`config.mk`:
```
export PLATFORM = sky130hd
export DESIGN_NAME = cmst_front
export DESIGN_NICKNAME = d
export VERILOG_FILES = /design/src/cmst_pkg.sv /design/src/cmst_front.sv
export SDC_FILE = /design/constraint.sdc
export NUM_CORES = 1
export LEC_CHECK = 0
export ABC_AREA = 1
export BUFFER_PORTS_ARGS = -buffer_cell sky130_fd_sc_hd__buf_2
export CAP_MARGIN = 20
export CORE_AREA = 2 2 82 84
export DETAILED_ROUTE_END_ITERATION = 10
export DIE_AREA = 0 0 84 86
export PLACE_DENSITY_LB_ADDON = 0.25
export REMOVE_ABC_BUFFERS = 1
export SYNTH_ARGS = -nofsm -noshare
export SYNTH_HDL_FRONTEND = slang
export SYNTH_SLANG_ARGS = --single-unit
```
`constraint.sdc`:
```
create_clock -name vclk -period 0.8
set_input_delay 0.04 -clock vclk [all_inputs]
set_output_delay 0.04 -clock vclk [all_outputs]
set_load 0.03 [all_outputs]
```
`src/cmst_pkg.sv`:
```
// Shared types, constants and helper functions for the CAN message slot table.
// Used by every module of the block but cmst_ram; depends on nothing else.
package cmst_pkg;

  // Request codes of the input item.
  localparam logic [1:0] REQ_TICK = 2'd0;
  localparam logic [1:0] REQ_SET  = 2'd1;
  localparam logic [1:0] REQ_RECV = 2'd2;
  localparam logic [1:0] REQ_READ = 2'd3;

  // Slot modes.
  localparam logic [1:0] MODE_IDLE = 2'd0;
  localparam logic [1:0] MODE_TX   = 2'd1;
  localparam logic [1:0] MODE_RX   = 2'd2;

  // Result kinds.
  localparam logic KIND_TX   = 1'b0;
  localparam logic KIND_READ = 1'b1;

  // Configuration register indexes.
  localparam logic [1:0] CFG_AGE_INTERVAL = 2'd0;
  localparam logic [1:0] CFG_AGE_LIMIT    = 2'd1;
  localparam logic [1:0] CFG_STALE_MARGIN = 2'd2;

  // Configuration reset values.
  localparam logic [15:0] AGE_INTERVAL_RST = 16'd1000;
  localparam logic [3:0]  AGE_LIMIT_RST    = 4'd5;
  localparam logic [15:0] STALE_MARGIN_RST = 16'd2000;

  // Fixed sizes.
  localparam int ID_SPACE = 2048;
  localparam int MAX_RES  = 32;
  localparam logic [3:0] FULL_LEN = 4'd8;

  typedef struct packed {
    logic [1:0]  req_type;
    logic [10:0] frame_id;
    logic        is_extended;
    logic        is_remote;
    logic [3:0]  dlc;
    logic [63:0] payload;
    logic [15:0] cycle_ms;
    logic        transmit_enable;
    logic [4:0]  slot_index;
  } in_item_t;

  typedef struct packed {
    logic        result_kind;
    logic [10:0] out_id;
    logic        out_id_valid;
    logic [3:0]  out_dlc;
    logic [63:0] out_payload;
    logic [15:0] out_cycle_ms;
    logic [1:0]  out_mode;
    logic [31:0] change_ages;
    logic [31:0] recv_ages;
    logic        last;
  } res_item_t;

  // Operation classes handed from the front end to the engine.
  typedef enum logic [2:0] {
    OP_TICK     = 3'd0,
    OP_SET      = 3'd1,
    OP_RECV     = 3'd2,
    OP_READ     = 3'd3,
    OP_BAD_READ = 3'd4
  } op_kind_t;

  typedef struct packed {
    op_kind_t    kind;
    logic [10:0] frame_id;
    logic [3:0]  len;
    logic [63:0] payload;
    logic [15:0] cycle_ms;
    logic        tx_en;
    logic [4:0]  slot_index;
  } op_t;

  typedef struct packed {
    logic [15:0] age_interval;
    logic [3:0]  age_limit;
    logic [15:0] stale_margin;
  } cfg_t;

  typedef struct packed {
    logic clearing;
  } eng_stat_t;

  // One slot of the table.
  typedef struct packed {
    logic        ident_ok;
    logic [10:0] ident;
    logic [3:0]  length;
    logic [1:0]  mode;
    logic [15:0] period;
    logic [63:0] bytes;
    logic [31:0] last_event;
    logic [31:0] last_set;
    logic [31:0] change_ages;
    logic [31:0] recv_ages;
  } slot_rec_t;

  localparam slot_rec_t SLOT_REC_RESET = '{
    ident_ok: 1'b0, ident: 11'd0, length: 4'd1, mode: MODE_IDLE,
    period: 16'd1500, bytes: 64'd0, last_event: 32'd0, last_set: 32'd0,
    change_ages: 32'd0, recv_ages: 32'd0
  };

  // Byte mask covering the first len bytes.
  function automatic logic [63:0] len_mask(input logic [3:0] len);
    logic [63:0] m;
    m = '0;
    for (int k = 0; k < 8; k++) begin
      if (4'(k) < len) m[k*8 +: 8] = 8'hFF;
    end
    return m;
  endfunction

  // Age the first len nibbles by one, holding at the limit.
  function automatic logic [31:0] grow_ages(input logic [31:0] ages,
                                            input logic [3:0] len,
                                            input logic [3:0] limit);
    logic [31:0] a;
    a = ages;
    for (int k = 0; k < 8; k++) begin
      if (4'(k) < len && ages[k*4 +: 4] < limit) a[k*4 +: 4] = ages[k*4 +: 4] + 4'd1;
    end
    return a;
  endfunction

  // Build a result from a slot record.
  function automatic res_item_t make_item(input logic kind, input slot_rec_t rec,
                                          input logic with_ages);
    res_item_t r;
    r.result_kind  = kind;
    r.out_id       = rec.ident_ok ? rec.ident : 11'd0;
    r.out_id_valid = rec.ident_ok;
    r.out_dlc      = rec.length;
    r.out_payload  = rec.bytes;
    r.out_cycle_ms = rec.period;
    r.out_mode     = rec.mode;
    r.change_ages  = with_ages ? rec.change_ages : 32'd0;
    r.recv_ages    = with_ages ? rec.recv_ages : 32'd0;
    r.last         = 1'b0;
    return r;
  endfunction

endpackage

```
`src/cmst_front.sv`:
```
// Front end: accepts command items and classifies them into engine operations.
// Depends on cmst_pkg.
module cmst_front #(
  parameter int SLOTS = 32
) (
  input  logic                 start,
  input  cmst_pkg::in_item_t   in_data,
  input  logic                 q_full,
  input  cmst_pkg::eng_stat_t  stat,
  output logic                 busy,
  output logic                 push,
  output cmst_pkg::op_t        op
);

  logic accept;
  logic drop;

  // Items are held off while the queue is full or the map is being cleared.
  assign busy   = q_full | stat.clearing;
  assign accept = start & ~busy;

  // Classify the request and clamp the length.
  always_comb begin
    op.frame_id   = in_data.frame_id;
    op.len        = (in_data.dlc > cmst_pkg::FULL_LEN) ? cmst_pkg::FULL_LEN : in_data.dlc;
    op.payload    = in_data.payload;
    op.cycle_ms   = in_data.cycle_ms;
    op.tx_en      = in_data.transmit_enable;
    op.slot_index = in_data.slot_index;
    drop          = 1'b0;
    case (in_data.req_type)
      cmst_pkg::REQ_TICK: op.kind = cmst_pkg::OP_TICK;
      cmst_pkg::REQ_SET:  op.kind = cmst_pkg::OP_SET;
      cmst_pkg::REQ_RECV: begin
        op.kind = cmst_pkg::OP_RECV;
        drop    = in_data.is_extended | in_data.is_remote;
      end
      cmst_pkg::REQ_READ: begin
        op.kind = (32'(in_data.slot_index) >= SLOTS) ? cmst_pkg::OP_BAD_READ
                                                     : cmst_pkg::OP_READ;
      end
      default: op.kind = cmst_pkg::OP_TICK;
    endcase
  end

  // Extended and remote receive requests are consumed without reaching the engine.
  assign push = accept & ~drop;

endmodule

```
# After elaboration in Yosys (flattened, before gate mapping)
# Index checks and enable logic that the tools add are counted.
# word_totals
latchBits	0
word_cells	14
inputBits	108
romBits	0
mem_count	0
ram_bits	0
out_inout_bits	106
register_bits	0
# op_classes
n_reduce_logical	1
multipliers	0
n_div	0
n_shift	0
n_lt_le_gt_ge	1
n_mux	3
eq_ne	3
add_sub_neg	0
n_bitwise	6
# ops
operator	count
$pmux W3 S4	1
$eq A2 B2 Y1 const B	2
$gt A4 B4 Y1 const B	1
$mux W4	1
$and A1 B1 Y1	2
$eq A2 B1 Y1 const B	1
$logic_not A2 Y1	1
$not A1 Y1	2
$or A1 B1 Y1	2
$mux W1	1

# Longest topological paths before layout
# depth
word_depth	4
depth_mapped	4
depth_no_buf	4

# Worst setup path after synthesis
# No wires, ideal clock.
# synth_timing
path_type	input-to-output
start	in q_full
end	out push
required_ns	0.760
t_arrival_ns	0.577
setup_slack_ns	0.183
n_path_buf	0
cell_stages	3
path_cell_list	inv_1 -> nand3_1 -> nor2_1
# synth_via
elab_chain_cells	4
# synth_lines
element	line_no	text
from (decl)	cmst_front.sv:8	input logic q_full,
$or A1 B1 Y1	cmst_front.sv:19	assign busy = q_full | stat.clearing;
$not A1 Y1	cmst_front.sv:20	assign accept = start & ~busy;
$and A1 B1 Y1	cmst_front.sv:20	
$and A1 B1 Y1	cmst_front.sv:47	assign push = accept & ~drop;
to (decl)	cmst_front.sv:11	output logic push,
# Every way passes these cells.

==> flow_metrics.py <==
metrics = {
    "global_routing": {
        "grt_max_degree": 5,
        "grt_overflow": 0,
        "track_usage": 0.292,
        "grt_pass1_wl_um": 12200,
        "antenna_found_initial": 0,
        "first_global_vias": 376,
    },
    "synthesis": {
        "synth_area_sq_um": 821,
        "synthesis.instances": 119,
        "yosys.cell_types.count": 8,
        "ys_seq_area_frac": 0,
        "ys_warn_count": 0,
        "syn_avg_cell_area_sq_um": 6.90,
    },
    "critical_path": {
        "crit_path_end_kind": "output pin",
        "cp_max_fo": 2,
        "critPathRequiredTime_ns": 0.76,
        "worst_setup_path_start_kind": "input port",
        "path_delay_family": "buffers and inverters",
        "critPathKind": "input port to output pin",
        "cp.arrival_ns": 0.65,
        "slowest_stage": "buf_2",
        "crit_chain": "buf_2 -> nor2_1 -> nand2_1 -> a21oi_2 -> buf_2",
        "slowest_delay_ns": 0.22,
        "critPathMostFrequentCell": "buf_2",
        "path_buf_inv": 2,
    },
    "sta": {
        "final-setup-viol-count": 0,
        "finalCritPeriodShare": 0.860,
        "hold_viol": 0,
        "fmax_ghz": 1.45,
        "finalCriticalPeriod_ns": 0.688,
        "rsz0062_at_grt": "no",
        "tns_ns": 0,
        "slew_violations": 0,
    },
    "final_layout": {
        "ff_latch_area_sq_um": 0,
        "final_core_util": 0.0423,
        "layout_commonest_cell": "buf_2",
        "finalNonFillerCells": 114,
        "seq_cells": 0,
        "syn2layout_area_growth_pct": -67.7,
        "nets": 147,
        "drive_gt1_frac": 0.541,
        "antenna_cells": 0,
        "final_area_sq_um": 265,
        "layout_common_cells": "19 x buf_2, 6 x nor2_1, 6 x inv_1",
        "nClkBuffers": 0,
    },
    "floorplanning": {
        "core-area_sq_um": 6280,
        "dieArea_sq_um": 7220,
        "pin_count": 214,
        "num_rows": 29,
        "die_x_um": 84,
        "die_h_um": 86,
        "start_util": 0.131,
    },
    "place": {
        "gp_congestion": 1.08,
        "placed_area_sq_um": 265,
        "dpl.cell_count": 114,
        "port-buffer-count": 19,
        "hpwlAfterDp_um": 10900,
    },
    "power": {
        "ir_drop_mv": 0.0996,
        "leakage_nw": 0.134,
        "powerDensity_nw_per_um2": 483,
    },
    "detailed_routing": {
        "drtIter0Drc": 18,
        "vias": 440,
        "postRouteWirelength_um": 11000,
        "drtAntennaViolNets": 0,
        "viasPerCell": 3.86,
        "wire_per_inst_um": 96.9,
        "dr.pass1.iters": 4,
        "drc": 0,
    },
    "cts": {
        "ctsResizeCount": 0,
        "hold_buffers": 0,
        "post-cts-setup-buffers": 0,
    },
    "status": {
        "outcome": "completed",
    },
    "worst_hold_path": {
        "min_path_type": "input port to output pin",
    },
    "flow_run": {
        "maxCapViolCount": 0,
    },
}
-- cells by family (layout without fill, tap and decap cells) --
kind of cell	count (synthesis)	after routing	synth area share
other	1	1	0.00457
AOI/OAI and AO/OA	1	1	0.0107
and+or+nand+nor	10	10	0.0472
buffers and inverters	107	25	0.938
-- cells in the mapped netlist --
master,number,share of area
inv_1,6,0.027
a21oi_2,1,0.011
clkbuf_1,3,0.014
conb_1,1,0.0046
nor2_1,6,0.027
nand3_1,1,0.0061
buf_4,98,0.90
nand2_1,3,0.014
-- report_power, final --
group	total (mW)	internal, mW	switching (mW)
clock network	0	0	0
registers	0	0	0
logic	0.128	0.0420	0.0860
-- stage by stage --
| step | hold WS [ns] | power [mW] | setup WS [ns] |
|---|---|---|---|
| 4_1_cts | 0.0818 | 0.129 | 0.109 |
| 5_1_grt | 0.0805 | 0.140 | 0.0429 |
| 3_5_place_dp | 0.0818 | 0.128 | 0.113 |
| 6_report | 0.0806 | 0.128 | 0.112 |
| 2_1_floorplan | 0.0800 | 0.0539 | 0.183 |
| 3_3_place_gp | 0.0818 | 0.128 | 0.128 |
-- per-layer routing --
| metal | vias to the layer above | track usage | routed length, um |
|---|---|---|---|
| met5 | - | 0.0629 | 58 |
| met4 | 4 | 0.119 | 550 |
| met3 | 24 | 0.477 | 3630 |
| met2 | 200 | 0.579 | 6140 |
| met1 | 126 | 0.0435 | 663 |
| li1 | 86 | - | - |
-- worst paths after layout --
path | start | endpoint | cells past startpoint
worst max-delay path | in_data[87] | op[87] | 5
worst min-delay path | in_data[4] | op[4] | 0
-- layout make-up --
| class | count | area (sq um) |
|---|---|---|
| Multi-Input combinational cell | 12 | 51.3 |
| Tap cell | 77 | 96.3 |
| Inverter | 6 | 22.5 |
| Fill cell | 743 | 6010 |
| Timing Repair Buffer | 19 | 95.1 |
Power figures use the tool's default switching activity.
