## config.mk

```make
export PLATFORM = sky130hd
export DESIGN_NAME = cmst_queue
export DESIGN_NICKNAME = d
export VERILOG_FILES = /design/src/cmst_pkg.sv /design/src/cmst_queue.sv
export SDC_FILE = /design/constraint.sdc
export NUM_CORES = 1
export LEC_CHECK = 0
export BUFFER_PORTS_ARGS = -buffer_cell sky130_fd_sc_hd__buf_4
export CAP_MARGIN = 40
export CORE_MARGIN = 8
export CORE_UTILIZATION = 39
export CTS_BUF_LIST = sky130_fd_sc_hd__clkbuf_16
export DETAILED_ROUTE_END_ITERATION = 10
export GPL_ROUTABILITY_DRIVEN = 0
export PLACE_DENSITY_LB_ADDON = 0.12
export SLEW_MARGIN = 20
export SYNTH_ARGS = -nofsm -noshare
export SYNTH_HDL_FRONTEND = slang
export SYNTH_SLANG_ARGS = --single-unit
```

## constraint.sdc

```tcl
create_clock -name clk -period 17.3 [get_ports clk]
set_clock_uncertainty 0.1 [all_clocks]
set_input_delay 3.46 -clock clk [delete_from_list [all_inputs] [get_ports clk]]
set_output_delay 3.46 -clock clk [all_outputs]
set_load 0.02 [all_outputs]
```

## src/cmst_pkg.sv

```systemverilog
// Shared types, constants and helper functions for the CAN message slot table.
// Used by every module of the block but cmst_ram; depends on nothing else.
package cmst_pkg;

  // Request codes of the input item.
  localparam logic [1:0] REQ_TICK = 2'd0;
  localparam logic [1:0] REQ_SET  = 2'd1;
  localparam logic [1:0] REQ_RECV = 2'd2;
  localparam logic [1:0] REQ_READ = 2'd3;

  // Slot modes.
  localparam logic [1:0] MODE_IDLE = 2'd0;
  localparam logic [1:0] MODE_TX   = 2'd1;
  localparam logic [1:0] MODE_RX   = 2'd2;

  // Result kinds.
  localparam logic KIND_TX   = 1'b0;
  localparam logic KIND_READ = 1'b1;

  // Configuration register indexes.
  localparam logic [1:0] CFG_AGE_INTERVAL = 2'd0;
  localparam logic [1:0] CFG_AGE_LIMIT    = 2'd1;
  localparam logic [1:0] CFG_STALE_MARGIN = 2'd2;

  // Configuration reset values.
  localparam logic [15:0] AGE_INTERVAL_RST = 16'd1000;
  localparam logic [3:0]  AGE_LIMIT_RST    = 4'd5;
  localparam logic [15:0] STALE_MARGIN_RST = 16'd2000;

  // Fixed sizes.
  localparam int ID_SPACE = 2048;
  localparam int MAX_RES  = 32;
  localparam logic [3:0] FULL_LEN = 4'd8;

  typedef struct packed {
    logic [1:0]  req_type;
    logic [10:0] frame_id;
    logic        is_extended;
    logic        is_remote;
    logic [3:0]  dlc;
    logic [63:0] payload;
    logic [15:0] cycle_ms;
    logic        transmit_enable;
    logic [4:0]  slot_index;
  } in_item_t;

  typedef struct packed {
    logic        result_kind;
    logic [10:0] out_id;
    logic        out_id_valid;
    logic [3:0]  out_dlc;
    logic [63:0] out_payload;
    logic [15:0] out_cycle_ms;
    logic [1:0]  out_mode;
    logic [31:0] change_ages;
    logic [31:0] recv_ages;
    logic        last;
  } res_item_t;

  // Operation classes handed from the front end to the engine.
  typedef enum logic [2:0] {
    OP_TICK     = 3'd0,
    OP_SET      = 3'd1,
    OP_RECV     = 3'd2,
    OP_READ     = 3'd3,
    OP_BAD_READ = 3'd4
  } op_kind_t;

  typedef struct packed {
    op_kind_t    kind;
    logic [10:0] frame_id;
    logic [3:0]  len;
    logic [63:0] payload;
    logic [15:0] cycle_ms;
    logic        tx_en;
    logic [4:0]  slot_index;
  } op_t;

  typedef struct packed {
    logic [15:0] age_interval;
    logic [3:0]  age_limit;
    logic [15:0] stale_margin;
  } cfg_t;

  typedef struct packed {
    logic clearing;
  } eng_stat_t;

  // One slot of the table.
  typedef struct packed {
    logic        ident_ok;
    logic [10:0] ident;
    logic [3:0]  length;
    logic [1:0]  mode;
    logic [15:0] period;
    logic [63:0] bytes;
    logic [31:0] last_event;
    logic [31:0] last_set;
    logic [31:0] change_ages;
    logic [31:0] recv_ages;
  } slot_rec_t;

  localparam slot_rec_t SLOT_REC_RESET = '{
    ident_ok: 1'b0, ident: 11'd0, length: 4'd1, mode: MODE_IDLE,
    period: 16'd1500, bytes: 64'd0, last_event: 32'd0, last_set: 32'd0,
    change_ages: 32'd0, recv_ages: 32'd0
  };

  // Byte mask covering the first len bytes.
  function automatic logic [63:0] len_mask(input logic [3:0] len);
    logic [63:0] m;
    m = '0;
    for (int k = 0; k < 8; k++) begin
      if (4'(k) < len) m[k*8 +: 8] = 8'hFF;
    end
    return m;
  endfunction

  // Age the first len nibbles by one, holding at the limit.
  function automatic logic [31:0] grow_ages(input logic [31:0] ages,
                                            input logic [3:0] len,
                                            input logic [3:0] limit);
    logic [31:0] a;
    a = ages;
    for (int k = 0; k < 8; k++) begin
      if (4'(k) < len && ages[k*4 +: 4] < limit) a[k*4 +: 4] = ages[k*4 +: 4] + 4'd1;
    end
    return a;
  endfunction

  // Build a result from a slot record.
  function automatic res_item_t make_item(input logic kind, input slot_rec_t rec,
                                          input logic with_ages);
    res_item_t r;
    r.result_kind  = kind;
    r.out_id       = rec.ident_ok ? rec.ident : 11'd0;
    r.out_id_valid = rec.ident_ok;
    r.out_dlc      = rec.length;
    r.out_payload  = rec.bytes;
    r.out_cycle_ms = rec.period;
    r.out_mode     = rec.mode;
    r.change_ages  = with_ages ? rec.change_ages : 32'd0;
    r.recv_ages    = with_ages ? rec.recv_ages : 32'd0;
    r.last         = 1'b0;
    return r;
  endfunction

endpackage

```

## src/cmst_queue.sv

```systemverilog
// Two-entry operation queue between the front end and the engine.
// Depends on cmst_pkg.
module cmst_queue (
  input  logic           clk,
  input  logic           rst_n,
  input  logic           push,
  input  cmst_pkg::op_t  push_op,
  input  logic           pop,
  output logic           empty,
  output logic           full,
  output cmst_pkg::op_t  head
);

  cmst_pkg::op_t q_r [2];
  logic       wptr_r, wptr_nxt;
  logic       rptr_r, rptr_nxt;
  logic [1:0] cnt_r, cnt_nxt;

  assign empty = (cnt_r == 2'd0);
  assign full  = (cnt_r == 2'd2);
  assign head  = q_r[rptr_r];

  // Pointer and fill count update.
  always_comb begin
    wptr_nxt = push ? ~wptr_r : wptr_r;
    rptr_nxt = pop ? ~rptr_r : rptr_r;
    cnt_nxt  = cnt_r + {1'b0, push} - {1'b0, pop};
  end

  always_ff @(posedge clk) begin
    if (!rst_n) begin
      wptr_r <= 1'b0;
      rptr_r <= 1'b0;
      cnt_r  <= 2'd0;
    end else begin
      wptr_r <= wptr_nxt;
      rptr_r <= rptr_nxt;
      cnt_r  <= cnt_nxt;
    end
  end

  // Entry storage.
  always_ff @(posedge clk) begin
    if (push) q_r[wptr_r] <= push_op;
  end

endmodule

```

==> Yosys cells after proc, flatten, opt, wreduce, memory -nomap -nowiden <==
Memories as Yosys holds them, arrays and structs flattened. A register that Yosys moved wholly into a read port is not among the register bits.
Index checks and enable logic that the tools add are counted.
{ "op_classes": {"shifts": 0, "n_lt_le_gt_ge": 0, "eq_ne": 1, "div": 0, "n_reduce_logical": 1, "add_sub_neg": 2, "multipliers": 0, "n_mux": 4, "bitwise_logic": 2} }
{ "op_table": {"columns": ["op", "n"], "rows": [
  ["$mux W1", 4],
  ["$add A2 B1 Y2", 1],
  ["$eq A2 B2 Y1 const B", 1],
  ["$logic_not A2 Y1", 1],
  ["$not A1 Y1", 2],
  ["$sub A2 B1 Y2", 1]
]} }
{ "totals": {"ram_bits": 208, "latch_bits": 0, "ff_bits": 4, "in_bits": 108, "output_inout_bits": 106, "romBits": 0, "wordCells": 14, "mem_count": 1} }
{ "memory_table": {"columns": ["name", "words", "word_bits", "read_ports", "rd_ports_with_merged_regs", "wr", "line_no", "text"], "rows": [
  ["q_r", 2, 104, 1, 1, 1, "cmst_queue.sv:14", "cmst_pkg::op_t q_r [2];"]
]} }

==> Longest topological paths before layout <==
{ "logic_depth": {"word_depth": 3, "ltp_mapped": 6} }

==> Worst setup path before layout <==
No wires, ideal clock.
{ "synth_path": {"path_kind": "input port to flip-flop", "start": "input port push", "end": "memory q_r[0][0] in the netlist's numbering (enable)", "path_stages": 1, "setup_time_ps": 581, "setup_slack_ps": 8605, "t_arrival_ps": 8014, "path_cell_list": "nor2b_1"} }
{ "synth_between": {"elab_chain_len": 2} }
{ "synth_lines": {"columns": ["element", "line_no", "text"], "rows": [
  ["start, declared", "cmst_queue.sv:6", "input logic push,"],
  ["$mux W1", "cmst_queue.sv:44", "if (push) q_r[wptr_r] <= push_op;"],
  ["$mux W1 (implied by the code)", "cmst_queue.sv:44", null],
  ["end, declared", "cmst_queue.sv:14", null]
]} }
No other way between the ends.

==> summary.md <==
| Metric | Value |
|---|---|
| Drc violations | `0` |
| Leakage | `4.12 nW` |
| Internal power | `969 uW` |
| Clock sink count | `213` |
| Initial Util | `0.396` |
| First-pass GRT wire length | `25200 um` |
| Final Critical Period | `5910 ps` |
| Main combinational cell family by area after synthesis | `multiplexers` |
| Growth of design area from synthesis to finish | `33.1%` |
| Count of different cell masters after synthesis | `15` |
| GR Overflow Total | `0` |
| Post-Syn Nets | `455` |
| Die width | `159 um` |
| # nets final | `687` |
| DP HPWL | `11100 um` |
| Synth Area in Adders | `0.00314` |
| Setup Total Neg Slack | `0 ps` |
| Worst VDD drop | `0.0000827 V` |
| Die Area | `0.0253 mm^2` |
| Register share of total power | `0.485` |
| Wire length per cell | `19.1 um` |
| Period utilization | `0.342` |
| Post-CTS Resized | `0` |
| CP arrival | `2350 ps` |
| Slew Viols, Final | `0` |
| Worst reg2reg path startpoint | `wptr_r$_SDFFE_PN0P_` |
| Simple-gate share of the synthesized area | `0.00674` |
| Largest net degree at the start of global routing | `56` |
| WP data required | `13740 ps` |
| I/O Buffers | `213` |
| Net Sw Frac | `0.225` |
| Reg2Reg Depth | `2` |
| Antenna cells | `0` |
| Initial DRC Count | `159` |
| Sequential cell area fraction in the yosys report | `0.795` |
| First-pass DRT Iterations | `4` |
| Cell Area, Placed | `0.00990 mm^2` |
| Clock Tree Root | `clkbuf_16` |
| Post-CTS setup buffer count | `0` |
| Tot GR Track Use | `0.126` |
| Outcome | `completed` |
| Max Cap Violations | `0` |
| Worst-Skew Late Latency | `480 ps` |
| Finished Cell Area | `0.0106 mm^2` |
| Layout cell share with drive strength beyond 1 | `0.603` |
| Mapped Area | `0.00798 mm^2` |
| Max-slew headroom | `0.481` |
| H-tree levels | `1` |
| # setup viols final | `0` |
| Combinational share of power | `0.137` |
| Core Box Area | `0.0202 mm^2` |
| Cells after Synth | `345` |
| Antenna violations before repair | `0` |
| Mux cell area share after synthesis | `0.175` |
| Worst Setup Start Kind | `register` |
| Fin. Hold Viols | `0` |
| Unrepaired setup endpoints after global routing | `false` |
| Vias | `3914` |
| Post-DRT Antenna Nets | `0` |
| FP Rows | `52` |
| Hold Crit Start | `rptr_r$_SDFFE_PN0P_` |
| Hold depth | `2` |
| CP Max Fanout | `36` |
| Part of the power in the clock network | `0.378` |
| CTS tree | `done` |
| Post-Route WL | `16500 um` |
| Vias in the first global route | `4451` |
| Reg2Reg Setup Slack | `15020 ps` |
| Crit path capture type | `output pin` |
| Number of buffers created by CTS | `23` |
| CP Class | `register to output pin` |
| CTS clk-pin slew, worst paths | `50 ps` |
| Fmax achieved | `169 MHz` |
| Pwr Density | `118 mW/mm^2` |
| Fillcell total | `1645` |
| Post-synthesis compound-gate area fraction | `0.000941` |
| Seq cells post-synth | `213` |
| Least-Margin Pin Slew | `778 ps` |
| I/O pin count | `214` |
| Post-DR vias/cell | `4.54` |
| Synth warn | `0` |
| Mapped Avg Cell Area | `23.1 um^2` |
| Sw Pwr | `282 uW` |
| Post-synthesis xor/xnor area fraction | `0.00392` |
| Hold crit path type | `register to register` |
| CTS hold repair buffers | `0` |
| Die H | `159 um` |
| Max clock buf depth | `3` |
| Tot Pwr | `1.25 mW` |
| Worst R2R End | `q_r[1][30]$_DFFE_PP_` |
==> layer usage <==
metal	vias up	part of all wire	GRT usage
met4	0	0.012	0.0317
met3	18	0.097	0.0564
met5	-	0	0
met2	164	0.48	0.206
met1	1904	0.41	0.148
li1	1828	-	-
==> Yosys cell counts (all sizes together) <==
cell type / instances / area, um^2
inv: 2 / 7.51
dfxtp: 5 / 100
edfxtp: 208 / 6250
nor2b: 4 / 25.0
xnor3: 1 / 22.5
buf: 12 / 114
nor2: 1 / 3.75
o21a: 1 / 7.51
xor2: 1 / 8.76
ha: 2 / 25.0
and2: 4 / 25.0
mux2: 104 / 1400
==> state kept, by name, indices dropped and copies added (netlist names), named ones only <==
name and cells:
q_r 208, cnt_r 2, rptr_r 1, wptr_r 1
==> layout by cell type, fill, tap and decap left out, drive strengths merged <==
cell type and count:
clkinvlp 1, clkinv 6, mux2 104, edfxtp 208, xnor3 1, dfxtp 5, nor2 1, and2 4
xor2 1, inv 9, o21a 1, buf 219, bufinv 3, ha 2, nor2b 4, clkbuf 23
==> logic make-up after synthesis <==
group,after synthesis
flip-flops,213
multiplexers,104
buffers and inverters,14
AND/OR/NAND/NOR,9
XOR/XNOR,2
adder cells (fa/ha/maj),2
AO/OA/AOI/OAI,1
==> final cells by class <==
type / instances / area, um^2 / share of cell area
clock buffer: 23 / 576 / 0.0542
sequential: 213 / 6350 / 0.598
tap: 270 / 338 / 0.0318
clock inverter: 17 / 155 / 0.0146
multi-input combinational: 118 / 1520 / 0.143
inverter: 2 / 7.51 / 0.000706
timing repair buffer: 219 / 1680 / 0.158
==> stage by stage <==
| step | worst slack [ps] | utilization | hold slack (ps) | instances |
|---|---|---|---|---|
| 3_5_place_dp | 11770 | 0.491 | 466 | 822 |
| 5_1_grt | 11260 | 0.527 | 534 | 862 |
| 3_3_place_gp | 11330 | 0.488 | 455 | 820 |
| 2_1_floorplan | 8610 | - | 455 | 345 |
| 6_report | 11390 | 0.527 | 485 | 862 |
| 4_1_cts | 11300 | 0.527 | 485 | 862 |
==> worst max path at each step <==
stage	from	end	slack, ps	depth (start not counted)
finish	register	head[0]	11390	3
global route	register	head[1]	11260	3
CTS	register	head[1]	11300	3
detailed placement	push	q_r[1][35]$_DFFE_PP_	11770	3
global placement	register	head[0]	11330	3
floorplan	push	q_r[0][0]$_DFFE_PP_	8610	1
==> critical path, cell delays in order (launching register included) <==
cell and delay [ps]:
dfxtp_4 640, buf_4 620, mux2_2 400, buf_4 160
==> power by group through the flow <==
| stage | Clock (mW) | Sequential (mW) | Combinational, mW |
|---|---|---|---|
| floorplan | 0 | 0.616 | 0.102 |
| global placement | 0 | 0.621 | 0.166 |
| detailed placement | 0 | 0.618 | 0.175 |
| CTS | 0.491 | 0.607 | 0.175 |
| global route | 0.509 | 0.609 | 0.182 |
| finish | 0.473 | 0.607 | 0.171 |
Note: power is estimated with default switching activity, not from simulation.
